<file path="src/hw/rtl/mpql_ram.sv">
// Generic single-write, single-read RAM with registered read data.
module mpql_ram #(
   parameter int WIDTH = 8,
   parameter int DEPTH = 16
) (
   input  logic                     clock,
   input  logic                     wr_en,
   input  logic [$clog2(DEPTH)-1:0] wr_addr,
   input  logic [WIDTH-1:0]         wr_data,
   input  logic [$clog2(DEPTH)-1:0] rd_addr,
   output logic [WIDTH-1:0]         rd_data
);

   logic [WIDTH-1:0] mem_ff [DEPTH];
   logic [WIDTH-1:0] rd_data_ff;

   always_ff @(posedge clock) begin
      if (wr_en) begin
         mem_ff[wr_addr] <= wr_data;
      end
      rd_data_ff <= mem_ff[rd_addr];
   end

   assign rd_data = rd_data_ff;

endmodule

</file>
<file path="config.mk">
export PLATFORM = sky130hd
export DESIGN_NAME = mpql_ram
export DESIGN_NICKNAME = d
export VERILOG_FILES = /design/src/hw/rtl/mpql_ram.sv
export SDC_FILE = /design/constraint.sdc
export NUM_CORES = 1
export LEC_CHECK = 0
export ABC_CLOCK_PERIOD_IN_PS = 2750
export BUFFER_PORTS_ARGS = -buffer_cell sky130_fd_sc_hd__buf_4
export CORE_ASPECT_RATIO = 1.25
export CORE_MARGIN = 10
export CORE_UTILIZATION = 51
export DETAILED_ROUTE_END_ITERATION = 8
export PLACE_DENSITY = 0.68
export SLEW_MARGIN = 0
export SYNTH_ARGS = -nofsm -noshare
export SYNTH_HDL_FRONTEND = slang
export SYNTH_SLANG_ARGS = --single-unit
</file>
<file path="constraint.sdc">
create_clock -name clock -period 2.75 [get_ports clock]
set_input_delay 0.275 -clock clock [delete_from_list [all_inputs] [get_ports clock]]
set_output_delay 0.275 -clock clock [all_outputs]
set_load 0.1 [all_outputs]
</file>
---- Word level (Yosys, flattened, before mapping) ----
Memories as Yosys holds them, arrays and structs flattened. A register that Yosys moved wholly into a read port is not among the register bits.
Cells that the tools add are included.
word-level totals
  register bits ........................... 0
  bits in writable memories ............... 128
  logic and storage cells ................. 3
  memories kept ........................... 1
memory list
  name    depth  width  read ports  clocked after Yosys merged registers in  write ports  RTL line  text
  mem_ff  16     8      1           1                                        1            14        logic [WIDTH-1:0] mem_ff [DEPTH];
cells by class
  mux-type cells .......................... 2
operators by type and width
  kind               number
  1-bit two-way mux  2

---- Logic depth before layout (Yosys ltp) ----
Gate-level depths: netlist of the first run.
  depth after elaboration ................. 2
  mapped depth ............................ 5
  depth with buffers taken out ............ 3

---- Worst setup path after synthesis of the first run ----
No wires, ideal clock.
  path type ............................... in2reg
  from .................................... input wr_addr[2]
  to ...................................... memory mem_ff[0][0], enable pin
  data arrival time ....................... 1.385 ns
  path slack .............................. 0.982 ns
  stages on the path ...................... 2
  path buffers ............................ 0
  cells stage by stage .................... or3b_2 -> nor3_1
RTL lines
  item                RTL line  text
  start: declaration  8         input logic [$clog2(DEPTH)-1:0] wr_addr,
  end: declaration    14
Straight into the memory's write port.

---- Worst setup path in the final report of the first run ----
  from .................................... input wr_addr[2]
  to ...................................... memory mem_ff[1][1], enable pin
Straight into the memory's write port.

==> summary.md, run 1 <==
| Metric | Value |
|---|---|
| Post-CTS setup buffers | 0 |
| Max Freq | 641 MHz |
| RSZ-0062 raised after global routing | false |
| Worst skew pair latency | 0.41 ns |
| Area grow syn2layout | 17.2% |
| Leakage | 2.05 nW |
| CTS Buf Count | 17 |
| Max VDD drop | 0.452 mV |
| Via density | 5.88 |
| R2R depth | 3 |
| Mapped Nets | 247 |
| Critical Path AT | 1.59 ns |
| End of the critical path | mem_ff[1][1] |
| # diodes | 0 |
| I/O pin total | 26 |
| Clock-pin slew on the worst setup and hold paths | 0.05 ns |
| Fin Setup TNS | 0 ns |
| Leading cell type in the layout, fill and taps excluded | edfxtp_1 |
| Global-route usage over all layers | between 10 and 15% |
| Final Core Density | 61.8% |
| Maxcap violations | 0 |
| Sequential cell area fraction in the yosys report | approximately 78% |
| Synthesis warning total | 0 |
| Post-synthesis instance total | 229 |
| Worst setup path category | in -> reg |
| Die H | 132 µm |
| CP Max Fanout | 8 |
| Grt ovf | 0 |
| Die X | 110 µm |
| DP HPWL | 6.24 mm |
| Most frequent cells in the layout | edfxtp_1 (128), buf_4 (39), mux4_2 (18) |
| Slew Limit Fails | 0 |
| Placed Cells | 384 |
| H-tree depth | 4 |
| Post-place instance area | about 5500 µm² |
| Status | completed |
| Max-slew headroom | 41.1% |
| CP required | 2.78 ns |
| Starting Density | 52.7% |
| Share of layout cells above drive strength 1 | around 29% |
| R2R setup slack | 1.39 ns |
| Final instance area | between 6000 and 7000 µm² |
| Area of the core | between 9000 and 10000 µm² |
| Syn avg cell area | 22.5 µm² |
| First DRT Iteration DRCs | roughly 140 |
| DRT Pass-1 Iters | 4 |
| Register bit total from synthesis | 136 |
| Reg2reg end | rd_data[4] |
| Start point of the critical path | wr_addr[2] |
| Synth Cell Area | 5150 µm² |
| Netlist cell types | 19 |
| Critical path endpoint category | flip-flop |
| Layout Skew | a little over 0.006 ns |
| Clk sink count | approximately 140 |
| DR DRC count | 0 |
| Final setup fails | 0 |
| Final hold violation count | 0 |
| Final GP Congestion | approximately 0.8 |
| TritonCTS clock tree | built |
| Largest net degree at the start of global routing | 33 |
| # hold bufs at CTS | 0 |
| Detail Route Antenna Nets | 0 |
| Wirelength per Cell | 23.7 µm |
| Nets | 295 |
| Hold WC Path Type | in -> reg |
| Worst hold margin | between 0.15 and 0.2 ns |
| Die area | roughly 15000 µm² |
| Vias in the first global route | 2565 |
| Worst R2R Start | mem_ff[11][4] |
| Initial antenna violation count | 0 |
| Vias | 2439 |
| Row count | 40 |
| Startpoint types | primary input |
| First-pass GRT wire length | about 15 mm |
| CTS max path bufs | 2 |
| Post-CTS resize count | 0 |
| Clk root buf | clkbuf_16 |
| Worst-margin pin slew | 0.880 ns |
| PortBufs | 25 |
| PwrDens | roughly 770 nW/µm² |
| Finished Layout Cells | 415 |
| Final period utilization | 56.8% |
| Crit path time final | 1.56 ns |
| Routed wire length | roughly 9.8 mm |
## layer usage
layer  up-vias  track usage (%)  routed length, µm
li1       1069                -                  -
met1      1270             18.5               4120
met2        90             22.5               5010
met3        10             4.79                596
met4         0             5.65                109
met5         -                0                  0
## power breakdown
group          internal [W]  total, W  switching (W)  leakage [nW]
combinational      0.000101  0.000318       0.000217         0.566
clock               0.00123   0.00197       0.000737         0.261
sequential          0.00232   0.00234      0.0000158          1.22
## registers in the layout, summed over array words and instances, names as in the netlist
register and count:
rd_data 8, mem_ff 128
## synthesized netlist by cell type
library cell,number,area share [%]
a22oi_1,16,2.3
and2_1,1,0.12
and2b_1,1,0.15
buf_2,3,0.29
buf_4,1,0.15
buf_6,3,0.66
clkdlybuf4s25_2,3,0.58
dfxtp_1,8,3.1
edfxtp_1,128,75
mux4_1,14,7.1
mux4_2,18,7.9
nand2_1,9,0.66
nand2b_1,2,0.24
nand3_1,1,0.097
nand3b_1,2,0.29
nor2_1,13,0.95
nor2b_1,1,0.12
nor3_1,4,0.39
or3b_2,1,0.17
## critical path, cell delays in order
cell	delay, ns
buf_4	0.12
or3b_2	0.51
nor2_1	0.68
## logic make-up (layout without fill, tap and decap cells)
kind of cell	after synthesis	count (layout)	share of synthesized area (%)
multiplexers	32	32	15.0
AND/OR/NAND/NOR	35	35	3.18
flip-flops	136	136	77.8
buffers and inverters	10	70	1.68
AO/OA/AOI/OAI	16	16	2.33
## worst min path at each step
stage | depth (start not counted) | slack [ns] | endpoint | from
2_1_floorplan | 0 | 0.37 | mem_ff[0][0] | wr_data[0]
3_3_place_gp | 1 | 0.58 | mem_ff[5][3] | wr_data[3]
3_5_place_dp | 1 | 0.59 | mem_ff[4][3] | wr_data[3]
4_1_cts | 1 | 0.16 | mem_ff[11][1] | wr_data[1]
5_1_grt | 1 | 0.18 | mem_ff[9][5] | wr_data[5]
6_report | 1 | 0.17 | mem_ff[11][1] | wr_data[1]
## per-stage QoR
step | worst slack (ns) | total power (W)
after detailed placement | 0.741 | 0.00270
after global placement | 0.781 | 0.00269
after global routing | 1.12 | 0.00475
after CTS | 1.17 | 0.00465
after floorplan | 0.982 | 0.00259
final | 1.19 | 0.00463
## cell type report
cell class / count / area, µm²
clock inverters: 4 / 20.0
well taps: 126 / 158
multi-input cells: 83 / 1060
repair buffers: 39 / 293
fillers: 685 / 3720
flip-flops and latches: 136 / 4000
clock buffers: 27 / 503
(Power assumes the default switching activity.)
==> run 2: changes to the inputs <==
--- a/config.mk
+++ b/config.mk
@@ -5,7 +5,7 @@
 export SDC_FILE = /design/constraint.sdc
 export NUM_CORES = 1
 export LEC_CHECK = 0
-export ABC_CLOCK_PERIOD_IN_PS = 2750
+export ABC_CLOCK_PERIOD_IN_PS = 1500
 export BUFFER_PORTS_ARGS = -buffer_cell sky130_fd_sc_hd__buf_4
 export CORE_ASPECT_RATIO = 1.25
 export CORE_MARGIN = 10
==> constraint.sdc (replaced) <==
create_clock -name clock -period 1.5 [get_ports clock]
set_input_delay 0.15 -clock clock [delete_from_list [all_inputs] [get_ports clock]]
set_output_delay 0.15 -clock clock [all_outputs]
set_load 0.1 [all_outputs]
==> run 2 against run 1 <==
Against the previous run: sequential share of layout area is 2.6 points lower; global-route usage is 0.78 points higher; sequential cell count did not move; largest cell class unchanged; die area stayed put; hold slack got worse by 0.12 ns; utilization grew 2.5 points; clock power grew 110%; cell count is 3.9% higher; highest routed layer unchanged; non-clock buffer count rose by 15.
==> summary.md, run 2 (synthesis gave the netlist of run 1 again) <==
| Metric | Value |
|---|---|
| Status | completed |
| Crit path time final | 1.37 ns |
| Comb pwr share | 6.9% |
| Slowest-stage cell, CP | mux4_1 |
| H-tree depth | 4 |
| CP required | 1.79 ns |
| Hold WC Path Type | in -> reg |
| Startpoint types | flip-flop |
| Clock-pin slew on the worst setup and hold paths | 0.06 ns |
| Grt ovf | 0 |
| Max VDD drop | 0.817 mV |
| Post-CTS setup buffers | 0 |
| Slew Limit Fails | 0 |
| DRT Pass-1 Iters | 4 |
| I/O pin total | 26 |
| Final hold violation count | 0 |
| Die X | around 110 µm |
| First-pass GRT wire length | 16.2 mm |
| # diodes | 0 |
| Int Pwr | about 0.0072 W |
| Maxcap violations | 0 |
| Global-route usage over all layers | 15.4% |
| CTS Buf Count | 17 |
| Clk root buf | clkbuf_16 |
| First DRT Iteration DRCs | between 200 and 250 |
| CP cell instances | mux4_1 -> a22oi_1 -> nand2_1 |
| Final period utilization | 91.1% |
| Worst setup path category | reg -> reg |
| Switching share of power | 20.6% |
| Fin Setup TNS | 0 ns |
| Largest Register | mem_ff |
| Most frequent cells in the layout | edfxtp_1 (128), buf_4 (50), mux4_2 (18) |
| Placed Cells | 399 |
| Critical path endpoint category | flip-flop |
| # hold bufs at CTS | 0 |
| Slowest Stage Delay on Critical Path | 0.50 ns |
| Part of the power in the clock network | 45.9% |
| Wirelength per Cell | 24.0 µm |
| Detail Route Antenna Nets | 0 |
| Clk sink count | 136 |
| Routed wire length | 10.3 mm |
| Vias | 2517 |
| Post-CTS resize count | 0 |
| Leading cell type in the layout, fill and taps excluded | edfxtp_1 |
| Final setup fails | 0 |
| Layout Skew | approximately 0.0028 ns |
| Switching pwr | ~0.0019 W |
| CTS max path bufs | 2 |
| Nets | 310 |
| Area of the core | 9760 µm² |
| Worst skew pair latency | 0.41 ns |
| Share of layout cells above drive strength 1 | 33.4% |
| Initial antenna violation count | 0 |
| Die H | 132 µm |
| DP HPWL | roughly 6.7 mm |
| Starting Density | 52.7% |
| Worst-margin pin slew | around 0.67 ns |
| CP Max Fanout | 1 |
| TritonCTS clock tree | built |
| Via density | 5.84 |
| Vias in the first global route | 2762 |
| Max FFs per register | 128 |
| Final GP Congestion | 0.777 |
| RSZ-0062 raised after global routing | false |
| PortBufs | 25 |
| PwrDens | 1440 nW/µm² |
| Finished Layout Cells | 431 |
| Largest net degree at the start of global routing | 19 |
| Max Freq | 732 MHz |
| Sequential power share | 47.2% |
| Max-slew headroom | 55.2% |
| Die area | 14500 µm² |
| Row count | 40 |
| Leakage | ~2.2 nW |
| Critical Path AT | 1.65 ns |
| DR DRC count | 0 |
| Area grow syn2layout | 22.0% |
-- run 2: final timing paths --
| check | from | end | slack (ns) | cells past startpoint |
|---|---|---|---|---|
| worst max register to register | mem_ff[1][1] | rd_data[1] | 0.13 | 3 |
| worst min-delay path | wr_data[5] | mem_ff[4][5] | 0.05 | 1 |
| worst max-delay path | mem_ff[1][1] | rd_data[1] | 0.13 | 3 |
| worst min register to register | mem_ff[14][7] | rd_data[7] | 0.67 | 3 |
-- run 2: routing by layer --
| layer | vias up | global-route usage, % | part of all wire (%) |
|---|---|---|---|
| li1 | 1098 | - | - |
| met1 | 1317 | 20.2 | 41 |
| met2 | 93 | 22.8 | 51 |
| met3 | 9 | 4.75 | 6.7 |
| met4 | 0 | 6.59 | 1.1 |
| met5 | - | 0 | 0 |
-- run 2: worst max-delay path, delay by kind of cell (launching register included) --
| family | cells | cell delay, ns |
|---|---|---|
| compound gates | 1 | 0.28 |
| flops | 1 | 0.36 |
| mux | 1 | 0.50 |
| simple gates | 1 | 0.10 |
-- run 2: through the flow --
stage	utilization (%)	cell area [µm²]	hold WS [ns]	setup slack, ns	total power [W]
6_report	64.3	6280	0.0546	0.134	0.00906
5_1_grt	64.3	6280	0.0603	0.0836	0.00933
4_1_cts	64.3	6280	0.0453	0.139	0.00912
3_5_place_dp	58.2	5680	0.468	-0.00582	0.00499
3_3_place_gp	58.2	5680	0.457	-0.00487	0.00497
2_1_floorplan	-	5150	0.249	0.0839	0.00475
-- run 2: cell type report --
type	count	area, µm²
Clock inverter	9	121
Sequential cell	136	4000
Fill cell	657	3480
Tap cell	126	158
Timing Repair Buffer	54	455
Multi-Input combinational cell	83	1060
Clock buffer	23	478
-- run 2: power by group through the flow --
stage,clock [W],combinational (W),sequential [W]
final,0.00415,0.000626,0.00428
after global routing,0.00439,0.000661,0.00429
after CTS,0.00420,0.000633,0.00428
after detailed placement,0,0.000631,0.00436
after global placement,0,0.000620,0.00435
after floorplan,0,0.000216,0.00453
==> run 3: changes to the inputs <==
--- a/config.mk
+++ b/config.mk
@@ -5,6 +5,7 @@
 export SDC_FILE = /design/constraint.sdc
 export NUM_CORES = 1
 export LEC_CHECK = 0
+export ABC_AREA = 1
 export ABC_CLOCK_PERIOD_IN_PS = 1500
 export BUFFER_PORTS_ARGS = -buffer_cell sky130_fd_sc_hd__buf_4
 export CORE_ASPECT_RATIO = 1.25
==> run 3 against run 2 <==
Against the previous run: count of clock-buffer cells in the layout fell by 6; clock skew rose by 0.0022 ns; first-iteration DRC count rose by 76%; die area rose by 10%; clock power rose by 2%; via count rose by 51%; area after synthesis rose by 12%; non-clock buffer count fell by 6; power rose by 2.3%; global-route usage rose by 1.1 points; cell count rose by 72%; critical endpoint is now rd_data[6].
==> summary.md, run 3 <==
| Metric | Value |
|---|---|
| Most common cell in the netlist | nand2_1 |
| Die area | 16000 µm² |
| Sequential cell area fraction in the yosys report | 69.4% |
| Final instance area | 6790 µm² |
| CP cell instances | buf_4 |
| Row count | 43 |
| CTS max path bufs | 2 |
| Area of the core | roughly 11000 µm² |
| Final hold violation count | 0 |
| Metal-1 WL | 5.04 mm |
| Maxcap violations | 0 |
| Slowest Stage Delay on Critical Path | ~0.37 ns |
| Area grow syn2layout | 17.7% |
| Starting Density | 52.0% |
| Most frequent cells in the layout | nand2_1 (173), edfxtp_1 (128), inv_1 (100) |
| Via density | 5.11 |
| Max VDD drop | about 0.8 mV |
| Critical Path AT | 1.10 ns |
| Share of layout cells above drive strength 1 | 12.9% |
| DP HPWL | 8.04 mm |
| Global-route usage over all layers | 16.5% |
| PwrDens | 1360 nW/µm² |
| Max Freq | between 800 and 900 MHz |
| Post-CTS setup buffers | 0 |
| Worst setup path category | reg -> out |
| Fillers | around 870 |
| Wirelength per Cell | 17.0 µm |
| Grt ovf | 0 |
| Syn avg cell area | about 10 µm² |
| Mapped Nets | 569 |
| Post-synth top area cell | edfxtp_1 |
| Detail Route Antenna Nets | 0 |
| Vias in the first global route | ~3800 |
| Routed wire length | roughly 13 mm |
| Metal3 WL | ~740 µm |
| DR DRC count | 0 |
| Sequential power share | 46.2% |
| Placed Cells | 710 |
| Synthesis warning total | 0 |
| First DRT Iteration DRCs | 374 |
| Most frequent cells after synthesis | nand2_1 (173), edfxtp_1 (128), inv_1 (100) |
| Worst skew pair latency | 0.42 ns |
| Main flop type after synthesis | edfxtp_1 |
| # hold bufs at CTS | 0 |
| First-pass GRT wire length | 20.2 mm |
| Nets | just over 600 |
| CP bufs+invs | 1 |
| Switching pwr | 0.00207 W |
| DRT Pass-1 Iters | 5 |
| Clk root buf | clkbuf_16 |
| Leakage | 2.97 nW |
| TritonCTS clock tree | built |
| Die H | 139 µm |
| Final period utilization | 83.1% |
| CP required | 1.35 ns |
| Tot Pwr | 0.00926 W |
| Initial antenna violation count | 0 |
| H-tree depth | 4 |
| Largest net degree at the start of global routing | slightly above 40 |
| Switching share of power | 22.4% |
| Post-synth EDFFs | between 100 and 150 |
| Max-slew headroom | 65.8% |
| CTS Buf Count | 17 |
| Post-CTS resize count | 0 |
| # diodes | 0 |
| Int Pwr | 0.00719 W |
| Largest Register | mem_ff |
| Part of the power in the clock network | 45.9% |
| Fin Setup TNS | 0 ns |
| Layout Skew | between 0.005 and 0.006 ns |
| I/O pin total | 26 |
| Hold WC Path Type | in -> reg |
| Startpoint types | flip-flop |
| Post-place instance area | ~6200 µm² |
| Post-synthesis instance total | 551 |
| Top Layer Used | met4 |
| CP top delay family | flip-flops |
| Register bit total from synthesis | 136 |
| Netlist cell types | 12 |
| Max FFs per register | 128 |
| PortBufs | 25 |
| Vias | roughly 3800 |
| Clk sink count | 136 |
| Final setup fails | 0 |
| Synth Cell Area | between 5000 and 6000 µm² |
| Final GP Congestion | around 0.94 |
| CP Max Fanout | 1 |
| Top cell type's share of synthesized area | 66.7% |
| Crit path time final | ~1.2 ns |
| Die X | 115 µm |
| FFs w/ async S/R, synth | 0% |
| Critical path endpoint category | output port |
| Worst-margin pin slew | 0.513 ns |
| Finished Layout Cells | 742 |
| Slew Limit Fails | 0 |
| Slowest-stage cell, CP | dfxtp_1 |
| Clock-pin slew on the worst setup and hold paths | 0.05 ns |
| Met2 WL | ~6.4 mm |
| Comb pwr share | 7.9% |
| RSZ-0062 raised after global routing | false |
| Top post-synthesis cells by area | edfxtp_1 (67%), nand2_1 (11%), nand3_1 (8.4%), inv_1 (6.5%), dfxtp_1 (2.8%) |
| Leading cell type in the layout, fill and taps excluded | nand2_1 |
| Status | completed |
==> run 3: layer usage <==
layer  GRT usage (%)  up-vias
met3            3.98       32
met4            9.07        0
met5               0        -
li1                -     1856
met2            27.0      135
met1            19.2     1766
==> run 3: tightest hold or removal path, delay by kind of cell <==
kind | cells | cell delay (ns)
buffers and inverters | 1 | 0.14
and+or+nand+nor | 2 | 0.13
==> run 3: logic make-up after synthesis <==
| family | share of synthesized area, % |
|---|---|
| buffers and inverters | 9.52 |
| flip-flops | 69.4 |
| AND/OR/NAND/NOR | 21.0 |
==> run 3: through the flow <==
step	utilization, %	hold slack (ns)	setup slack, ns
4_1_cts	61.3	0.0243	0.250
5_1_grt	61.3	0.0532	0.211
3_5_place_dp	55.8	0.458	0.210
6_report	61.3	0.0385	0.253
2_1_floorplan	-	0.249	0.399
3_3_place_gp	55.8	0.461	0.251
==> run 3: cell type report <==
type                       count  area [µm²]  share of cell area, %
tap                          135         169                   2.49
timing repair buffer          48         410                   6.04
clock buffer                  17         425                   6.27
clock inverter                15         184                   2.71
multi-input combinational    289        1210                   17.9
sequential                   136        4000                   59.0
inverter                     102         383                   5.64
==> run 3: worst paths after layout <==
| path | from | to | slack, ns | depth (start not counted) |
|---|---|---|---|---|
| max | rd_data[6] | rd_data[6] | 0.25 | 1 |
| min | rd_addr[3] | rd_data[0] | 0.04 | 3 |
| max reg2reg | mem_ff[2][7] | rd_data[7] | 0.39 | 6 |
| min reg2reg | mem_ff[11][4] | rd_data[4] | 0.69 | 6 |
==> run 3: power by group through the flow <==
stage	clock (W)	sequential (W)	combinational [W]
6_report	0.00425	0.00428	0.000736
3_5_place_dp	0	0.00436	0.000731
2_1_floorplan	0	0.00453	0.000300
3_3_place_gp	0	0.00435	0.000723
5_1_grt	0.00446	0.00428	0.000798
4_1_cts	0.00430	0.00428	0.000736
